--- src/hw/rtl/tsd_pkg.sv ---
// ---------------------------------------------------------------------------
// tsd_pkg - shared types and constants of the tar stream deframer
// Block geometry, header field offsets, result kinds and the result record
// passed from the parser to the output register.
// ---------------------------------------------------------------------------
`timescale 1ns / 1ps
`default_nettype none
package tsd_pkg;

	localparam int unsigned BLOCK_BYTES = 512;
	localparam int unsigned OFF_W       = $clog2(BLOCK_BYTES);
	localparam int unsigned SIZE_W      = 36;

	localparam logic [OFF_W-1:0] SIZE_OFFSET = OFF_W'(124);
	localparam logic [OFF_W-1:0] SIZE_LAST   = OFF_W'(124 + 11 - 1);
	localparam logic [OFF_W-1:0] TYPE_OFFSET = OFF_W'(156);
	localparam logic [OFF_W-1:0] BLOCK_LAST  = OFF_W'(BLOCK_BYTES - 1);

	localparam logic [7:0] ASCII_ZERO  = 8'h30;
	localparam logic [7:0] ASCII_NINE  = 8'h39;
	localparam logic [7:0] ASCII_SPACE = 8'h20;

	// Result kinds
	typedef enum logic [1:0] {
		KIND_PAYLOAD = 2'd0,
		KIND_FILE    = 2'd1,
		KIND_END     = 2'd2
	} kind_t;

	typedef struct packed {
		logic              valid;
		kind_t             kind;
		logic [7:0]        payload_byte;
		logic              last_of_file;
		logic [SIZE_W-1:0] file_size;
	} result_t;

endpackage
`default_nettype wire

--- src/hw/rtl/tsd_parser.sv ---
// ---------------------------------------------------------------------------
// tsd_parser - per-byte archive parser
// Holds the block position, phase and size state; works out the result of
// one byte combinationally and updates its state on each accepted beat.
// ---------------------------------------------------------------------------
`timescale 1ns / 1ps
`default_nettype none
module tsd_parser (
	input  wire logic                     clk,
	input  wire logic                     arst_n,
	input  wire logic                     advance,
	input  wire logic [7:0]               archive_byte,
	input  wire logic                     deliver_contents,
	output tsd_pkg::result_t              result
);

	typedef enum logic [1:0] {
		PH_HEADER  = 2'd0,
		PH_PAYLOAD = 2'd1,
		PH_DONE    = 2'd2
	} phase_t;

	localparam int unsigned OW = tsd_pkg::OFF_W;
	localparam int unsigned SW = tsd_pkg::SIZE_W;

	phase_t          phase_q, phase_d;
	logic [OW-1:0]   offset_q, offset_d;
	logic [SW-1:0]   remaining_q, remaining_d;
	logic [SW-1:0]   acc_q, acc_d;
	logic            space_mode_q, space_mode_d;
	logic            started_q, started_d;
	logic            name_empty_q, name_empty_d;
	logic [7:0]      entry_type_q, entry_type_d;
	logic            regular_q, regular_d;
	logic            first_q, first_d;

	logic            is_digit;
	logic            block_end;
	logic [SW-1:0]   shift_add;
	logic [SW-1:0]   byte_ext;
	logic [SW-1:0]   remaining_dec;

	assign is_digit  = (archive_byte >= tsd_pkg::ASCII_ZERO) &&
		(archive_byte <= tsd_pkg::ASCII_NINE);
	assign block_end = (offset_q == tsd_pkg::BLOCK_LAST);
	assign byte_ext  = {{(SW-8){1'b0}}, archive_byte};
	assign shift_add = {acc_q[SW-4:0], 3'b000} + byte_ext -
		{{(SW-8){1'b0}}, tsd_pkg::ASCII_ZERO};
	assign remaining_dec = remaining_q - {{(SW-1){1'b0}}, 1'b1};

	// Next state and result of the current byte
	always_comb begin
		phase_d      = phase_q;
		offset_d     = block_end ? '0 : offset_q + {{(OW-1){1'b0}}, 1'b1};
		remaining_d  = remaining_q;
		acc_d        = acc_q;
		space_mode_d = space_mode_q;
		started_d    = started_q;
		name_empty_d = name_empty_q;
		entry_type_d = entry_type_q;
		regular_d    = regular_q;
		first_d      = first_q;
		result       = '0;
		result.kind  = tsd_pkg::KIND_PAYLOAD;

		case (phase_q)
			PH_HEADER: begin
				if (offset_q == '0) begin
					name_empty_d = (archive_byte == 8'h00);
				end
				// size field: first character picks the parse mode
				if (offset_q == tsd_pkg::SIZE_OFFSET) begin
					started_d = 1'b0;
					if (archive_byte == tsd_pkg::ASCII_SPACE) begin
						space_mode_d = 1'b1;
						acc_d        = '0;
					end else begin
						space_mode_d = 1'b0;
						acc_d        = byte_ext - {{(SW-8){1'b0}}, tsd_pkg::ASCII_ZERO};
					end
				end else if (offset_q > tsd_pkg::SIZE_OFFSET &&
					offset_q <= tsd_pkg::SIZE_LAST) begin
					if (!space_mode_q || started_q || is_digit) begin
						if (space_mode_q) begin
							started_d = 1'b1;
						end
						acc_d = shift_add;
					end
				end
				if (offset_q == tsd_pkg::TYPE_OFFSET) begin
					entry_type_d = archive_byte;
				end
				// header end: report a regular file or end of archive
				if (block_end) begin
					if (!first_q && name_empty_d) begin
						phase_d     = PH_DONE;
						result.valid = 1'b1;
						result.kind  = tsd_pkg::KIND_END;
					end else begin
						first_d     = 1'b0;
						regular_d   = (entry_type_d == tsd_pkg::ASCII_ZERO) ||
							(entry_type_d == 8'h00);
						remaining_d = acc_d;
						if (acc_d != '0) begin
							phase_d = PH_PAYLOAD;
						end
						if (regular_d) begin
							result.valid     = 1'b1;
							result.kind      = tsd_pkg::KIND_FILE;
							result.file_size = acc_d;
						end
					end
				end
			end
			PH_PAYLOAD: begin
				if (remaining_q != '0) begin
					if (regular_q && deliver_contents) begin
						result.valid        = 1'b1;
						result.kind         = tsd_pkg::KIND_PAYLOAD;
						result.payload_byte = archive_byte;
						result.last_of_file = (remaining_dec == '0);
						result.file_size    = acc_q;
					end
					remaining_d = remaining_dec;
				end
				// drop padding, return to headers after the last block
				if (block_end && remaining_d == '0) begin
					phase_d = PH_HEADER;
				end
			end
			default: begin
				offset_d = offset_q;
			end
		endcase
	end

	// Hold state, advance on each accepted beat
	always_ff @(posedge clk or negedge arst_n) begin
		if (!arst_n) begin
			phase_q      <= PH_HEADER;
			offset_q     <= '0;
			remaining_q  <= '0;
			acc_q        <= '0;
			space_mode_q <= 1'b0;
			started_q    <= 1'b0;
			name_empty_q <= 1'b0;
			entry_type_q <= 8'h00;
			regular_q    <= 1'b0;
			first_q      <= 1'b1;
		end else if (advance) begin
			phase_q      <= phase_d;
			offset_q     <= offset_d;
			remaining_q  <= remaining_d;
			acc_q        <= acc_d;
			space_mode_q <= space_mode_d;
			started_q    <= started_d;
			name_empty_q <= name_empty_d;
			entry_type_q <= entry_type_d;
			regular_q    <= regular_d;
			first_q      <= first_d;
		end
	end

endmodule
`default_nettype wire

--- src/hw/rtl/tar_stream_deframer_unit.sv ---
// ---------------------------------------------------------------------------
// tar_stream_deframer_unit - tar archive byte stream deframer
// Parses a tar archive arriving one byte per beat and emits file reports,
// payload bytes and an end-of-archive marker.
// ---------------------------------------------------------------------------
// Usage:
//   Slave stream s_*: one archive byte per beat in s_tdata[7:0].
//   Master stream m_*: at most one result beat per input beat. m_tuser holds
//   the kind (payload byte, regular file found, end of archive), m_tlast
//   marks the final payload byte of a file, m_tdata carries the payload
//   byte and the 36-bit parsed file size.
//   APB port: register deliver_contents at address 0 (bit 0), reset 1;
//   write it only while the stream is idle.
//   Throughput: one byte per cycle unless stalled (see Stall); the parser
//   updates all of its state on each accepted byte. A result appears in the
//   cycle after its byte is accepted, held in one output register.
//   Stall: s_tready drops only while a result waits in the output register
//   and m_tready is low; a byte that yields no result still waits for it.
//   Reset: clears the parser to the start of the first header, empties the
//   output register and restores deliver_contents to 1.
// ---------------------------------------------------------------------------
`timescale 1ns / 1ps
`default_nettype none
module tar_stream_deframer_unit (
	input  wire logic        clk,
	input  wire logic        arst_n,
	// slave stream
	input  wire logic        s_tvalid,
	output logic             s_tready,
	input  wire logic [7:0]  s_tdata,   // [7:0] archive_byte
	// master stream
	output logic             m_tvalid,
	input  wire logic        m_tready,
	output logic [47:0]      m_tdata,   // [7:0] payload_byte, [43:8] file_size
	output logic             m_tlast,   // last_of_file
	output logic [1:0]       m_tuser,   // [1:0] kind
	// APB configuration
	input  wire logic        psel,
	input  wire logic        penable,
	input  wire logic        pwrite,
	input  wire logic [2:0]  paddr,
	input  wire logic [31:0] pwdata,
	output logic [31:0]      prdata,
	output logic             pready
);

	localparam int unsigned SW = tsd_pkg::SIZE_W;

	logic             deliver_q;
	logic             accept;
	tsd_pkg::result_t result;

	logic             m_valid_q;
	logic [7:0]       byte_q;
	logic [SW-1:0]    size_q;
	logic             last_q;
	tsd_pkg::kind_t   kind_q;

	assign pready   = 1'b1;
	assign prdata   = paddr[2] ? 32'h0 : {31'h0, deliver_q};
	assign s_tready = !m_valid_q || m_tready;
	assign accept   = s_tvalid && s_tready;

	// Configuration register write
	always_ff @(posedge clk or negedge arst_n) begin
		if (!arst_n) begin
			deliver_q <= 1'b1;
		end else if (psel && penable && pwrite && pready && !paddr[2]) begin
			deliver_q <= pwdata[0];
		end
	end

	tsd_parser u_parser (
		.clk              (clk),
		.arst_n           (arst_n),
		.advance          (accept),
		.archive_byte     (s_tdata),
		.deliver_contents (deliver_q),
		.result           (result)
	);

	// Output valid: load on accept, drop once the beat is taken
	always_ff @(posedge clk or negedge arst_n) begin
		if (!arst_n) begin
			m_valid_q <= 1'b0;
		end else if (accept) begin
			m_valid_q <= result.valid;
		end else if (m_tready) begin
			m_valid_q <= 1'b0;
		end
	end

	// Output payload
	always_ff @(posedge clk) begin
		if (accept && result.valid) begin
			byte_q <= result.payload_byte;
			size_q <= result.file_size;
			last_q <= result.last_of_file;
			kind_q <= result.kind;
		end
	end

	assign m_tvalid = m_valid_q;
	assign m_tdata  = {4'h0, size_q, byte_q};
	assign m_tlast  = last_q;
	assign m_tuser  = kind_q;

endmodule
`default_nettype wire

--- config.mk ---
export PLATFORM = sky130hd
export DESIGN_NAME = tar_stream_deframer_unit
export DESIGN_NICKNAME = d
export VERILOG_FILES = /design/src/hw/rtl/tsd_pkg.sv /design/src/hw/rtl/tsd_parser.sv /design/src/hw/rtl/tar_stream_deframer_unit.sv
export SDC_FILE = /design/constraint.sdc
export NUM_CORES = 1
export LEC_CHECK = 0
export BUFFER_PORTS_ARGS = -buffer_cell sky130_fd_sc_hd__buf_2
export CELL_PAD_IN_SITES_DETAIL_PLACEMENT = 2
export CELL_PAD_IN_SITES_GLOBAL_PLACEMENT = 2
export CORE_UTILIZATION = 32
export DETAILED_ROUTE_END_ITERATION = 6
export PLACE_DENSITY = 0.89
export SKIP_LAST_GASP = 1
export SYNTH_ARGS = -nofsm -noshare
export SYNTH_HDL_FRONTEND = slang
export SYNTH_SLANG_ARGS = --single-unit
--- constraint.sdc ---
create_clock -name clk -period 4.6 [get_ports clk]
set_input_delay 0.92 -clock clk [delete_from_list [all_inputs] [get_ports clk]]
set_output_delay 0.92 -clock clk [all_outputs]
set_load 0.02 [all_outputs]
==> impl_summary.log <==
INFO  metric status = completed
INFO  metric final_min_period_over_clock_period = 97.6%
INFO  metric post_synth.cell_area_avg = 8.43 um2
INFO  metric critical_path_required = 4.95 ns
INFO  metric fillerInstances = 3,477
INFO  metric clock-skew-final = 0.0250 ns
INFO  metric critical-path-slowest-cell = fa_1
INFO  metric die_width = 180 um
INFO  metric max_slew.worst_pin.slew = 0.963 ns
INFO  metric ys.warnings.count = 0
INFO  metric seq_area = 3870 um2
INFO  metric synthesis.instances = 1,207
INFO  metric yosys.cell_types.count = 77
INFO  metric power.share.switching = 27.4%
INFO  metric placement.io_buffers = 66
INFO  metric finalPower = 2.98 mW
INFO  metric rows = 64
INFO  metric grt_antenna_before_repair = 0
INFO  metric dr.pass1.iters = 5
INFO  metric cts_max_path_bufs = 2
INFO  metric multi_input_area = 5720 um2
INFO  metric die_height = 180 um
INFO  metric numClockSinks = 145
INFO  metric globalRouteTotalUtil = 26.6%
INFO  metric postSynth.asyncResetShare = 67.6%
INFO  metric numCtsBuffers = 17
INFO  metric critPathMostFrequentCell = inv_1
INFO  metric maxClockFrequency = 0.223 GHz
INFO  metric drv_cap = 0
INFO  metric postSynth.topFlopCell = dfrtp_1
INFO  metric drc = 0
INFO  metric total_leakage_power = 4.83 nW
INFO  metric cts_tree = done
INFO  metric grt_first_pass_wirelength = 67,000 um
INFO  metric route.antenna.remaining_nets = 0
INFO  metric dieArea = 32,500 um2
INFO  metric globalplace.congestion = 0.860
INFO  metric synth-seq-area-share = 38.0%
INFO  metric critical_path_peak_fanout = 4
INFO  metric netSwitchingPower = 817 uW
INFO  metric setup.worst_path.end_class = flop
INFO  metric timing.slew.headroom = 35.8%
INFO  metric vias_per_cell = 6.11
INFO  metric placeableCoreArea = 30,900 um2
INFO  metric critical_path_class = primary input to flop
INFO  metric dpl_wire_length = 29,600 um
INFO  metric slowest_stage_delay_cp = 0.42 ns
INFO  metric via_count = 10,400
INFO  metric vias_in_the_first_global_route = 11,300
INFO  metric mappedNetlistArea = 10,200 um2
INFO  metric num_antenna_cells = 0
INFO  metric postSynthRegisterBits = 145
INFO  metric htree_levels = 4
INFO  metric final.hold.worst_slack = 0.499 ns
INFO  metric power.internal = 2.16 mW
INFO  metric timing.critical_path.from_type = primary input
INFO  metric clock_power_share = 51.5%
INFO  metric drt-initial-drc-count = 664
INFO  metric finalWirelength = 43,700 um
INFO  metric synth_edf_count = 47
INFO  metric setup_ws = 0.109 ns
INFO  metric critPathArrivalTime = 4.84 ns
INFO  metric rsz0062_at_grt = no
INFO  metric worst_setup_hold_path_clk_slew = 0.08 ns
INFO  metric drt-wirelength-per-cell = 25.6 um
INFO  metric setup-violations-final = 0
INFO  metric maxSlewViolCount = 0
INFO  metric final_net_count = 1,396
INFO  metric path_cells = buf_2, inv_1, ha_1, inv_1, ha_1, inv_1, fa_1, nand2b_1, a21oi_1, buf_4, o211ai_1, and3b_1, o21ai_1, mux2i_1, a211oi_1, a2111o_1, nor4b_2, nand4_1, buf_4, a32o_1
INFO  metric globalRouteOverflowTotal = 0
INFO  metric pwr-share-seq = 44.8%
INFO  metric final_hold_viol_count = 0
INFO  metric ctsRootBufferMaster = clkbuf_16
INFO  metric min-delay-path-class = flop to flop
INFO  metric ir_worst_vdd = 221 uV
INFO  metric final_period_minus_worst_setup_slack = 4.49 ns
INFO  metric place_ws = -0.342 ns
INFO  metric ios = 136
INFO  metric share_of_final_layout_standard_cells_stronger_than_drive_strength_1 = 15.7%
INFO  metric combPwrFrac = 3.7%
INFO  metric clk_latency = 0.47 ns
INFO  metric grt_max_degree = 74
INFO  metric pwr_density_cell = 252 nW/um2
INFO  metric initial_core_util = 32.9%
INFO  metric syn2layout_area_growth = 16.3%
==> Yosys cell counts (4+ instances only) <==
library cell,count,area [um2]
or4_1,4,30.0
nand3b_1,5,37.5
nand3_1,29,145
ha_1,45,563
nor2b_1,5,31.3
a21o_1,11,82.6
nor2_1,111,417
o21bai_1,4,30.0
and3_1,9,56.3
o32ai_1,4,35.0
nor3_1,32,160
a31oi_1,17,106
and2_1,10,62.6
o21ai_0,132,661
o211ai_1,4,30.0
a221oi_1,8,70.1
nand2_1,119,447
xnor2_1,23,201
buf_4,37,278
xor2_1,15,131
mux2i_1,10,100
o31ai_1,9,67.6
or2_2,4,25.0
mux2_2,8,90.1
a21oi_1,104,521
dfrtp_1,96,2400
a22o_1,21,184
nor3_2,4,40.0
inv_1,59,221
o32a_1,4,40.0
o22ai_1,9,56.3
clkbuf_1,56,210
a211oi_1,11,82.6
a32oi_1,6,52.6
o311ai_0,4,35.0
nand4_1,19,119
nand2b_1,16,100
nand4b_1,5,43.8
and4_1,5,43.8
or3_1,9,56.3
nor4_1,16,100
edfxtp_1,47,1410
o21a_1,9,67.6
==> state kept, by name, summed over array words and instances (netlist names) <==
name and flops:
deliver_q 1, u_parser.offset_q 9, m_tvalid 1, u_parser.started_q 1, u_parser.phase_q 2, m_tuser 2, u_parser.remaining_q 36, u_parser.first_q 1
m_tlast 1, u_parser.regular_q 1, byte_q 8, u_parser.space_mode_q 1, size_q 36, u_parser.name_empty_q 1, u_parser.entry_type_q 8, u_parser.acc_q 36
==> power groups by stage <==
stage,clock network (mW),logic [mW],registers [mW]
finish,1.53,0.111,1.33
global route,1.58,0.120,1.33
detailed placement,0,0.109,1.36
global placement,0,0.103,1.36
floorplan,0,0.0779,1.36
CTS,1.54,0.111,1.33
==> layout make-up <==
| type | count | area share [%] |
|---|---|---|
| timing repair buffer | 139 | 7.66 |
| sequential | 145 | 32.7 |
| multi-input combinational | 938 | 48.4 |
| tap | 396 | 4.19 |
| inverter | 59 | 1.87 |
| clock buffer | 20 | 4.14 |
| clock inverter | 12 | 1.05 |
==> final timing paths <==
check                                   from                        to  slack [ns]  depth (start not counted)
setup reg to reg           u_parser.acc_q[1]       u_parser.phase_q[0]        0.24                         19
hold / removal              u_parser.first_q          u_parser.first_q        0.50                          1
setup / recovery                  s_tdata[4]       u_parser.phase_q[0]        0.11                         20
min in group asynchronous             arst_n  u_parser.entry_type_q[7]        0.58                          1
max in group asynchronous             arst_n          u_parser.first_q        3.03                          2
hold reg to reg             u_parser.first_q          u_parser.first_q        0.50                          1
==> per-stage QoR <==
step	util (%)	setup TNS, ns	cell area [um2]	cells
after floorplan	-	0	10300	1241
after global placement	36.2	-0.126	11200	1676
after detailed placement	36.2	-1.03	11200	1676
after CTS	38.2	0	11800	1708
after global routing	38.2	0	11800	1709
final	38.2	0	11800	1709
==> worst max-delay path: cells and delay by family <==
kind	cells	cell delay [ns]
compound gates	6	1.19
mux	1	0.32
simple gates	4	0.83
fa+ha+maj	3	0.94
buf+inv	6	0.66
==> layout by cell type, fill, tap and decap left out, types with 7 or more instances in the layout <==
master     netlist  final
nand3_1         29     29
a22o_1          21     21
ha_1            45     45
a221oi_1         8      7
xnor2_1         23     23
clkbuf_16        0     19
or3_1            9      9
conb_1           2     36
a31oi_1         17     17
nor2_1         111    109
edfxtp_1        47     47
a21oi_1        104    103
o31ai_1          9      9
a21o_1          11     11
and3_1           9      8
nor3_1          32     32
nand4_1         19     19
mux2_2           8      8
buf_2            3     65
o21a_1           9      9
mux2i_1         10     10
o21ai_0        132    128
inv_8            0      8
inv_1           59     59
buf_4           37     72
dfrtp_1         96     96
nor4_1          16     16
o22ai_1          9      9
nand2_1        119    119
and2_1          10     10
nand2b_1        16     16
a211oi_1        11     11
xor2_1          15     15
==> cells by family (layout without fill, tap and decap cells) <==
logic type | Yosys count | count (layout) | share of synthesized area (%)
other | 2 | 36 | 0.0738
multiplexers | 18 | 18 | 1.87
buffers and inverters | 158 | 230 | 7.38
AO/OA/AOI/OAI | 384 | 384 | 23.3
AND/OR/NAND/NOR | 416 | 416 | 20.3
adder cells (fa/ha/maj) | 46 | 46 | 5.73
flip-flops | 145 | 145 | 38.0
XOR/XNOR | 38 | 38 | 3.27
==> what timing repair did <==
action                     in CTS  in global routing
hold buffers                    0                  0
setup buffers                   0                  1
gates resized for setup         0                  6
setup endpoints to repair       0                  3
==> layer usage <==
layer  global-route usage (%)  share of wire [%]
met5                        0                  0
met4                     15.6                5.4
met3                     4.81                4.9
met2                     46.0                 50
met1                     30.8                 40
Power figures use the tool's default switching activity.
